$ cat config.mk
export PLATFORM = sky130hd
export DESIGN_NAME = button_debounce_event_detector_top_flat
export DESIGN_NICKNAME = d
export VERILOG_FILES = /design/src/rtl/bde_pkg.sv /design/src/rtl/bde_in_if.sv /design/src/rtl/bde_res_if.sv /design/src/rtl/button_debounce_event_detector_top.sv /design/src/rtl/bde_in_stage.sv /design/src/rtl/bde_core.sv /design/src/rtl/bde_out_stage.sv /design/src/flat_wrapper.sv
export SDC_FILE = /design/constraint.sdc
export NUM_CORES = 1
export LEC_CHECK = 0
export ABC_AREA = 1
export BUFFER_PORTS_ARGS = -buffer_cell sky130_fd_sc_hd__buf_4
export CAP_MARGIN = 15
export CORE_MARGIN = 3
export CORE_UTILIZATION = 60
export DETAILED_ROUTE_END_ITERATION = 10
export MAX_ROUTING_LAYER = met4
export PLACE_DENSITY_LB_ADDON = 0.05
export REMOVE_ABC_BUFFERS = 1
export SYNTH_ARGS = -nofsm -noshare
export SYNTH_HDL_FRONTEND = slang
export SYNTH_SLANG_ARGS = --single-unit
$ cat constraint.sdc
create_clock -name i_clk -period 5.52 [get_ports i_clk]
set_input_delay 0.552 -clock i_clk [delete_from_list [all_inputs] [get_ports i_clk]]
set_output_delay 0.552 -clock i_clk [all_outputs]
set_load 0.02 [all_outputs]
$ cat src/rtl/bde_pkg.sv
package bde_pkg;

    typedef logic [15:0] t_ms16;
    typedef logic [31:0] t_ms32;

    // register indexes on the configuration port
    typedef enum logic {
        CFG_DEBOUNCE   = 1'b0,
        CFG_LONG_PRESS = 1'b1
    } t_cfg_idx;

    localparam t_ms16 DEBOUNCE_RST   = 16'd50;
    localparam t_ms16 LONG_PRESS_RST = 16'd1000;

    // pin levels are active low
    localparam logic LEVEL_PRESSED  = 1'b0;
    localparam logic LEVEL_RELEASED = 1'b1;

    typedef struct packed {
        logic  raw_level;
        t_ms32 now_ms;
        logic  ack_pressed;
        logic  ack_released;
        logic  ack_long;
    } t_item;

    typedef struct packed {
        logic is_down;
        logic press_seen;
        logic release_seen;
        logic long_seen;
    } t_result;

endpackage

$ cat src/rtl/bde_in_if.sv
interface bde_in_if;
    logic        valid;
    logic        ready;
    logic        raw_level;
    logic [31:0] now_ms;
    logic        ack_pressed;
    logic        ack_released;
    logic        ack_long;

    modport source (output valid, output raw_level, output now_ms, output ack_pressed,
                    output ack_released, output ack_long, input ready);
    modport sink   (input valid, input raw_level, input now_ms, input ack_pressed,
                    input ack_released, input ack_long, output ready);
endinterface

$ cat src/rtl/bde_res_if.sv
interface bde_res_if;
    logic valid;
    logic ready;
    logic is_down;
    logic press_seen;
    logic release_seen;
    logic long_seen;

    modport source (output valid, output is_down, output press_seen, output release_seen,
                    output long_seen, input ready);
    modport sink   (input valid, input is_down, input press_seen, input release_seen,
                    input long_seen, output ready);
endinterface

$ cat src/rtl/button_debounce_event_detector_top.sv
// Button debounce and event detector.
// i_in carries one sample per beat: active-low raw pin level, a wrapping
// millisecond timestamp and three acknowledge bits. o_res returns exactly one
// beat per input beat: debounced is_down plus sticky press, release and
// long-press flags as they stand before the acknowledges clear them.
// Configuration: i_cfg_we writes i_cfg_wdata to register i_cfg_idx
// (0 = debounce_ms, 1 = long_press_ms); write only while no beat is in flight.
// A beat is accepted into the input register, processed, and loaded into
// the result register once that is free; o_res shows it from then on.
// Throughput: one beat per cycle unless o_res stalls; all per-sample work
// is one pass of compare and subtract logic from input to result register.
// A stalled o_res holds its beat; the input register still takes one more
// beat, then i_in.ready drops until the result is taken.
// Reset clears both registers' valid bits and restores the defaults
// (50 ms, 1000 ms); the first beat after reset only loads the pin level.
module button_debounce_event_detector_top (
    input  logic        i_clk,
    input  logic        i_rst_n,
    input  logic        i_cfg_we,
    input  logic        i_cfg_idx,
    input  logic [15:0] i_cfg_wdata,
    bde_in_if.sink      i_in,
    bde_res_if.source   o_res
);
    import bde_pkg::*;

    logic    adv;
    logic    out_free;
    t_item   item;
    t_result res;

    bde_in_stage u_in (
        .i_clk      (i_clk),
        .i_rst_n    (i_rst_n),
        .i_in       (i_in),
        .i_out_free (out_free),
        .o_adv      (adv),
        .o_item     (item)
    );

    bde_core u_core (
        .i_clk       (i_clk),
        .i_rst_n     (i_rst_n),
        .i_cfg_we    (i_cfg_we),
        .i_cfg_idx   (i_cfg_idx),
        .i_cfg_wdata (i_cfg_wdata),
        .i_adv       (adv),
        .i_item      (item),
        .o_res       (res)
    );

    bde_out_stage u_out (
        .i_clk   (i_clk),
        .i_rst_n (i_rst_n),
        .i_load  (adv),
        .i_res   (res),
        .o_res   (o_res),
        .o_free  (out_free)
    );

endmodule

$ cat src/rtl/bde_in_stage.sv
module bde_in_stage (
    input  logic          i_clk,
    input  logic          i_rst_n,
    bde_in_if.sink        i_in,
    input  logic          i_out_free,
    output logic          o_adv,
    output bde_pkg::t_item o_item
);
    import bde_pkg::*;

    logic  r_valid;
    t_item r_item;
    logic  adv;

    assign adv        = r_valid && i_out_free;
    assign i_in.ready = !r_valid || i_out_free;
    assign o_adv      = adv;
    assign o_item     = r_item;

    always_ff @(posedge i_clk) begin
        if (!i_rst_n) begin
            r_valid <= 1'b0;
        end else if (i_in.valid && i_in.ready) begin
            r_valid <= 1'b1;
        end else if (adv) begin
            r_valid <= 1'b0;
        end
    end

    always_ff @(posedge i_clk) begin
        if (i_in.valid && i_in.ready) begin
            r_item.raw_level    <= i_in.raw_level;
            r_item.now_ms       <= i_in.now_ms;
            r_item.ack_pressed  <= i_in.ack_pressed;
            r_item.ack_released <= i_in.ack_released;
            r_item.ack_long     <= i_in.ack_long;
        end
    end

endmodule

$ cat src/rtl/bde_core.sv
module bde_core (
    input  logic             i_clk,
    input  logic             i_rst_n,
    input  logic             i_cfg_we,
    input  logic             i_cfg_idx,
    input  logic [15:0]      i_cfg_wdata,
    input  logic             i_adv,
    input  bde_pkg::t_item   i_item,
    output bde_pkg::t_result o_res
);
    import bde_pkg::*;

    t_ms16 r_debounce_ms;
    t_ms16 r_long_press_ms;

    logic  r_started;
    logic  r_raw_prev;
    logic  r_stable;
    t_ms32 r_change_mark;
    t_ms32 r_hold_start;
    logic  r_long_done;
    logic  r_press_flag;
    logic  r_release_flag;
    logic  r_long_flag;

    logic  n_started;
    logic  n_raw_prev;
    logic  n_stable;
    t_ms32 n_change_mark;
    t_ms32 n_hold_start;
    logic  n_long_done;
    logic  n_press_flag;
    logic  n_release_flag;
    logic  n_long_flag;

    logic  raw_changed;
    t_ms32 since_change;
    t_ms32 since_hold;
    logic  press_edge;
    logic  release_edge;
    logic  long_fire;
    logic  press_rep;
    logic  release_rep;
    logic  long_rep;

    always_ff @(posedge i_clk) begin
        if (!i_rst_n) begin
            r_debounce_ms   <= DEBOUNCE_RST;
            r_long_press_ms <= LONG_PRESS_RST;
        end else if (i_cfg_we) begin
            case (t_cfg_idx'(i_cfg_idx))
                CFG_DEBOUNCE:   r_debounce_ms   <= i_cfg_wdata;
                CFG_LONG_PRESS: r_long_press_ms <= i_cfg_wdata;
                default: ;
            endcase
        end
    end

    // a raw change stamps the mark with now, so elapsed time is zero then
    assign raw_changed  = i_item.raw_level != r_raw_prev;
    assign since_change = raw_changed ? '0 : i_item.now_ms - r_change_mark;

    always_comb begin
        n_started      = r_started;
        n_raw_prev     = r_raw_prev;
        n_stable       = r_stable;
        n_change_mark  = r_change_mark;
        n_hold_start   = r_hold_start;
        n_long_done    = r_long_done;
        press_edge     = 1'b0;
        release_edge   = 1'b0;
        long_fire      = 1'b0;
        since_hold     = i_item.now_ms - r_hold_start;
        press_rep      = r_press_flag;
        release_rep    = r_release_flag;
        long_rep       = r_long_flag;

        if (!r_started) begin
            n_started  = 1'b1;
            n_raw_prev = i_item.raw_level;
            n_stable   = i_item.raw_level;
        end else begin
            if (raw_changed) begin
                n_change_mark = i_item.now_ms;
                n_raw_prev    = i_item.raw_level;
            end
            if (since_change >= {16'd0, r_debounce_ms}) begin
                n_stable = n_raw_prev;
            end
            press_edge   = (n_stable == LEVEL_PRESSED) && (r_stable == LEVEL_RELEASED);
            release_edge = (n_stable == LEVEL_RELEASED) && (r_stable == LEVEL_PRESSED);
            // a press restarts the hold time at this sample
            since_hold   = press_edge ? '0 : i_item.now_ms - r_hold_start;
            long_fire    = (n_stable == LEVEL_PRESSED) && !(r_long_done && !press_edge) &&
                           (since_hold >= {16'd0, r_long_press_ms});
            if (press_edge) begin
                n_hold_start = i_item.now_ms;
            end
            n_long_done = long_fire || (r_long_done && !press_edge && !release_edge);
            press_rep   = r_press_flag || press_edge;
            release_rep = r_release_flag || release_edge;
            long_rep    = !release_edge && (r_long_flag || long_fire);
        end

        n_press_flag   = press_rep && !i_item.ack_pressed;
        n_release_flag = release_rep && !i_item.ack_released;
        n_long_flag    = long_rep && !i_item.ack_long;
    end

    assign o_res.is_down      = n_stable == LEVEL_PRESSED;
    assign o_res.press_seen   = press_rep;
    assign o_res.release_seen = release_rep;
    assign o_res.long_seen    = long_rep;

    always_ff @(posedge i_clk) begin
        if (!i_rst_n) begin
            r_started      <= 1'b0;
            r_raw_prev     <= LEVEL_RELEASED;
            r_stable       <= LEVEL_RELEASED;
            r_change_mark  <= '0;
            r_hold_start   <= '0;
            r_long_done    <= 1'b0;
            r_press_flag   <= 1'b0;
            r_release_flag <= 1'b0;
            r_long_flag    <= 1'b0;
        end else if (i_adv) begin
            r_started      <= n_started;
            r_raw_prev     <= n_raw_prev;
            r_stable       <= n_stable;
            r_change_mark  <= n_change_mark;
            r_hold_start   <= n_hold_start;
            r_long_done    <= n_long_done;
            r_press_flag   <= n_press_flag;
            r_release_flag <= n_release_flag;
            r_long_flag    <= n_long_flag;
        end
    end

    // long-press state only lives while the debounced level is down
    a_long_flag_down: assert property (@(posedge i_clk) disable iff (!i_rst_n)
        r_long_flag |-> r_long_done)
        else $error("long flag set without long-press done");
    a_long_done_down: assert property (@(posedge i_clk) disable iff (!i_rst_n)
        r_long_done |-> (r_stable == LEVEL_PRESSED))
        else $error("long-press done while released");
    a_no_event_first: assert property (@(posedge i_clk) disable iff (!i_rst_n)
        !r_started |-> !(r_press_flag || r_release_flag || r_long_flag))
        else $error("event flag before first beat");
    a_state_hold: assert property (@(posedge i_clk) disable iff (!i_rst_n)
        !i_adv |=> ($stable(r_stable) && $stable(r_raw_prev)))
        else $error("level state moved without a beat");

endmodule

$ cat src/rtl/bde_out_stage.sv
module bde_out_stage (
    input  logic             i_clk,
    input  logic             i_rst_n,
    input  logic             i_load,
    input  bde_pkg::t_result i_res,
    bde_res_if.source        o_res,
    output logic             o_free
);
    import bde_pkg::*;

    logic    r_valid;
    t_result r_res;

    assign o_free             = !r_valid || o_res.ready;
    assign o_res.valid        = r_valid;
    assign o_res.is_down      = r_res.is_down;
    assign o_res.press_seen   = r_res.press_seen;
    assign o_res.release_seen = r_res.release_seen;
    assign o_res.long_seen    = r_res.long_seen;

    always_ff @(posedge i_clk) begin
        if (!i_rst_n) begin
            r_valid <= 1'b0;
        end else if (i_load) begin
            r_valid <= 1'b1;
        end else if (o_res.ready) begin
            r_valid <= 1'b0;
        end
    end

    always_ff @(posedge i_clk) begin
        if (i_load) begin
            r_res <= i_res;
        end
    end

endmodule

$ cat src/flat_wrapper.sv
// flat-port wrapper written by rule: the top's interface ports become plain ports
module button_debounce_event_detector_top_flat import bde_pkg::*;
  (i_clk, i_rst_n, i_cfg_we, i_cfg_idx, i_cfg_wdata, i_in_valid, i_in_raw_level, i_in_now_ms, i_in_ack_pressed, i_in_ack_released, i_in_ack_long, i_in_ready, o_res_valid, o_res_is_down, o_res_press_seen, o_res_release_seen, o_res_long_seen, o_res_ready);
  bde_in_if i_in_i ();
  bde_res_if o_res_i ();
  input  logic i_clk;
  input  logic i_rst_n;
  input  logic i_cfg_we;
  input  logic i_cfg_idx;
  input  logic [15:0] i_cfg_wdata;
  input wire logic [$bits(i_in_i.valid)-1:0] i_in_valid;
  input wire logic [$bits(i_in_i.raw_level)-1:0] i_in_raw_level;
  input wire logic [$bits(i_in_i.now_ms)-1:0] i_in_now_ms;
  input wire logic [$bits(i_in_i.ack_pressed)-1:0] i_in_ack_pressed;
  input wire logic [$bits(i_in_i.ack_released)-1:0] i_in_ack_released;
  input wire logic [$bits(i_in_i.ack_long)-1:0] i_in_ack_long;
  output wire logic [$bits(i_in_i.ready)-1:0] i_in_ready;
  output wire logic [$bits(o_res_i.valid)-1:0] o_res_valid;
  output wire logic [$bits(o_res_i.is_down)-1:0] o_res_is_down;
  output wire logic [$bits(o_res_i.press_seen)-1:0] o_res_press_seen;
  output wire logic [$bits(o_res_i.release_seen)-1:0] o_res_release_seen;
  output wire logic [$bits(o_res_i.long_seen)-1:0] o_res_long_seen;
  input wire logic [$bits(o_res_i.ready)-1:0] o_res_ready;
  assign i_in_i.valid = i_in_valid;
  assign i_in_i.raw_level = i_in_raw_level;
  assign i_in_i.now_ms = i_in_now_ms;
  assign i_in_i.ack_pressed = i_in_ack_pressed;
  assign i_in_i.ack_released = i_in_ack_released;
  assign i_in_i.ack_long = i_in_ack_long;
  assign i_in_ready = i_in_i.ready;
  assign o_res_valid = o_res_i.valid;
  assign o_res_is_down = o_res_i.is_down;
  assign o_res_press_seen = o_res_i.press_seen;
  assign o_res_release_seen = o_res_i.release_seen;
  assign o_res_long_seen = o_res_i.long_seen;
  assign o_res_i.ready = o_res_ready;
  button_debounce_event_detector_top u_core (.i_clk(i_clk), .i_rst_n(i_rst_n), .i_cfg_we(i_cfg_we), .i_cfg_idx(i_cfg_idx), .i_cfg_wdata(i_cfg_wdata), .i_in(i_in_i), .o_res(o_res_i));
endmodule
==> flow_summary.yaml <==
timing:
  finalSetupTns_ns: 0
  hold_viol: 0
  fin_crit_sh_pct: 93.3
  rsz0062_at_grt: "false"
  fmax_mhz: 194
  finalSetupViolCount: 0
  worst_slew_pin_slew_ns: 1.08
  fin_crit_ns: 5.15
  slew_headroom_pct: 27.4
  fin_skew_ns: 0.0130
  slew_violations: 0
floorplan:
  core_area_sq_um: 17400
  die_x_microns: 140
  start_util_pct: 61.7
  io_pins: 64
  die-area_sq_um: 19500
  rows: 48
  die_h_microns: 140
global_routing:
  grt_pass1_wl_mm: 48.5
  grt_overflow_total: 0
  grt_usage_pct: 32.1
  grt_max_degree: 95
  antenna_found_initial: 0
  grt_pass1_vias: 9451
synthesis:
  synth.distinct_cells: 43
  synth.avg_cell_area_sq_um: 6.58
  ys_seq_area_share_pct: 30.8
  async_flop_share_pct: 0
  synth_top_family_by_area: "simple AND/OR/NAND/NOR gates"
  synth_edf_count: 40
  syn_inst: 1627
  synth-xor-area-share_pct: 1.55
  yosysWarnings: 0
  synth.area.mux_share_pct: 0
  synthesis.area_sq_um: 10700
  synth_simple_gate_area_share_pct: 28.4
  synth-seq-cells: 145
  synth_flop_cell: "dfxtp_1"
  synth_adder_area_share_pct: 11.6
  synth_compound_area_share_pct: 15.6
clocking:
  cts.clk_slew.worst_paths_ns: 0.07
  clock_latency_ns: 0.43
  cts_buffers: 17
  cts_tree: "done"
  clockBufferDepth: 2
  cts_hold_buffers: 0
  cts_max_level: 4
  clkSinkCount: 145
  root_buffer: "clkbuf_16"
run_status:
  outcome: "finished clean"
worst_setup_path:
  r2r_start: "u_core.u_in.o_item[12]"
  rr_endpoint: "u_core.u_out.o_res.long_seen"
  worstPathRequired_ns: 5.70
  crit_fanout: 5
  cp.arrival_ns: 5.33
  r2r_slack_ns: 0.37
  cpPeakStageDelay_ns: 0.44
  cpMaxStageDelayCell: "edfxtp_1"
  startpoint_type: "flip-flop"
  crit_type: "flip-flop to flip-flop"
  cp-end-kind: "flip-flop"
  reg2reg_depth: 31
  crit_top_cell: "nand2_1"
worst_hold_path:
  hp-class: "input pin to flip-flop"
  holdPathStages: 1
  min_from: "i_in_now_ms[30]"
  holdPathEnd: "u_core.u_in.o_item[33]"
power_and_ir_drop:
  power_leakage_nw: 5.89
  vdd_drop_max_v: 0.000345
  pwr_density_cell_nw_per_um2: 264
layout:
  layout-drive-gt1-share_pct: 9.03
  syn_to_final_growth_pct: 12.0
  instances_no_fill: 1919
  nFillCells: 1515
  antenna_cells: 0
  nets: 1837
routing:
  drt-initial-drc-count: 1012
  vias_per_cell: 5.42
  wl_mm: 31.3
  first_pass_iters: 5
  drcViolationCount: 0
  wl_per_cell_microns: 16.3
  antenna_left: 0
  vias: 10409
run:
  maxCapViolCount: 0
place:
  dp.cells: 1887
  io_buffer_count: 63
  dp_hpwl_mm: 24.8
  gp_congestion: 0.962
==> cell usage in the layout, fill, tap and decap left out, types with 2 or more instances in the layout <==
| master | Yosys | routed |
|---|---|---|
| a211oi_1 | 3 | 2 |
| a21boi_0 | 3 | 2 |
| a21oi_1 | 155 | 155 |
| a21oi_2 | 2 | 2 |
| a31oi_1 | 3 | 3 |
| and2_1 | 4 | 4 |
| buf_4 | 0 | 66 |
| clkbuf_16 | 0 | 19 |
| clkbuf_8 | 0 | 2 |
| clkinv_4 | 0 | 3 |
| dfxtp_1 | 105 | 105 |
| edfxtp_1 | 40 | 40 |
| fa_1 | 2 | 2 |
| ha_1 | 96 | 94 |
| inv_1 | 302 | 302 |
| inv_2 | 6 | 6 |
| inv_4 | 0 | 2 |
| inv_6 | 0 | 3 |
| nand2_1 | 428 | 426 |
| nand2_2 | 13 | 15 |
| nand3_1 | 67 | 67 |
| nand3_2 | 6 | 6 |
| nand3b_1 | 6 | 6 |
| nand4_1 | 27 | 27 |
| nand4_2 | 2 | 2 |
| nor2_1 | 122 | 122 |
| nor2_2 | 9 | 9 |
| nor3_1 | 18 | 18 |
| nor3_2 | 3 | 3 |
| o211ai_1 | 9 | 9 |
| o21a_1 | 3 | 3 |
| o21ai_0 | 116 | 116 |
| o21ai_1 | 2 | 2 |
| o21bai_1 | 10 | 10 |
| o31ai_1 | 2 | 2 |
| or2_2 | 5 | 5 |
| xnor2_1 | 7 | 7 |
| xor2_1 | 12 | 12 |
==> sequential cells by signal, indices dropped and copies added (netlist names) <==
name	cells
u_core.u_core.r_started	1
u_core.u_core.r_long_press_ms	16
u_core.u_core.r_debounce_ms	16
u_core.u_out.o_res.long_seen	1
u_core.u_core.r_stable	1
u_core.u_in.o_item	36
u_core.u_out.o_res.valid	1
u_core.u_out.o_res.is_down	1
u_core.u_core.r_change_mark	32
u_core.u_core.r_long_flag	1
u_core.u_core.r_long_done	1
u_core.u_core.r_raw_prev	1
u_core.u_core.r_hold_start	32
u_core.u_out.o_res.press_seen	1
u_core.u_core.r_press_flag	1
u_core.u_core.r_release_flag	1
u_core.u_out.o_res.release_seen	1
u_core.u_in.r_valid	1
==> final cells by class <==
cell class	instances	area (sq um)	share of cell area, %
Timing Repair Buffer	66	495	4.13
Tap cell	225	282	2.35
Sequential cell	145	3300	27.5
Multi-Input combinational cell	1143	6140	51.2
Clock inverter	11	111	0.928
Clock buffer	21	503	4.19
Inverter	308	1160	9.64
==> cell usage after synthesis (10+ instances only) <==
cell type | n | area, sq um
nand4_1 | 27 | 169
ha_1 | 96 | 1200
o21ai_0 | 116 | 581
dfxtp_1 | 105 | 2100
edfxtp_1 | 40 | 1200
clkbuf_1 | 23 | 86.3
nor2_1 | 122 | 458
nor3_1 | 18 | 90.1
a21oi_1 | 155 | 776
inv_1 | 302 | 1130
nand2_1 | 428 | 1610
o21bai_1 | 10 | 75.1
nand2_2 | 13 | 81.3
nand3_1 | 67 | 335
xor2_1 | 12 | 105
==> worst max-delay path, delay by kind of cell, from the launching register on <==
family,cells,cell delay [ns]
buffers and inverters,2,0.11
adder cells (fa/ha/maj),3,0.95
AO/OA/AOI/OAI,7,1.12
flip-flops,1,0.44
AND/OR/NAND/NOR,18,2.10
XOR/XNOR,1,0.15
==> layer usage <==
metal	GRT usage, %	routed length [microns]	up-vias
met5	-	0	-
met4	11.2	1040	0
met3	4.43	2020	63
met2	49.7	14100	384
met1	43.6	14200	4636
li1	-	-	5326
==> power breakdown <==
part | internal [W] | total (W) | switching, W
clock network | 0.000708 | 0.00120 | 0.000494
logic | 0.000284 | 0.000792 | 0.000508
registers | 0.00114 | 0.00117 | 0.0000296
==> what timing repair did <==
item	in CTS	in global routing
resized for setup	0	6
endpoints found under the setup margin	0	3
buffers inserted	0	0
==> how the worst max path moves through the flow <==
stage | from | endpoint | slack (ns) | cells past startpoint
6_report | u_core.u_in.o_item[12] | u_core.u_out.o_res.long_seen | 0.37 | 31
5_1_grt | u_core.u_in.o_item[8] | u_core.u_core.r_long_flag | 0.01 | 35
4_1_cts | u_core.u_in.o_item[12] | u_core.u_out.o_res.long_seen | 0.30 | 31
3_5_place_dp | u_core.u_in.o_item[12] | u_core.u_out.o_res.long_seen | 0.34 | 31
3_3_place_gp | u_core.u_in.o_item[12] | u_core.u_out.o_res.long_seen | 0.45 | 31
2_1_floorplan | u_core.u_in.o_item[3] | u_core.u_out.o_res.long_seen | 0.88 | 32
==> kinds of logic after synthesis <==
family,count (synthesis)
xor gates and xnor gates,19
AOI/OAI and AO/OA,313
DFF,145
and+or+nand+nor,713
buffers and inverters,339
adders and majority gates,98
==> stage by stage <==
| step | util, % | worst slack [ns] | hold slack, ns | instance area (sq um) | power [W] |
|---|---|---|---|---|---|
| 5_1_grt | 69.1 | 0.0106 | 0.289 | 12000 | 0.00331 |
| 6_report | 69.1 | 0.371 | 0.292 | 12000 | 0.00317 |
| 2_1_floorplan | - | 0.879 | 0.421 | 10600 | 0.00173 |
| 4_1_cts | 69.0 | 0.304 | 0.288 | 12000 | 0.00315 |
| 3_5_place_dp | 65.4 | 0.344 | 0.442 | 11400 | 0.00197 |
| 3_3_place_gp | 65.4 | 0.451 | 0.426 | 11400 | 0.00195 |
Power figures use the tool's default switching activity.
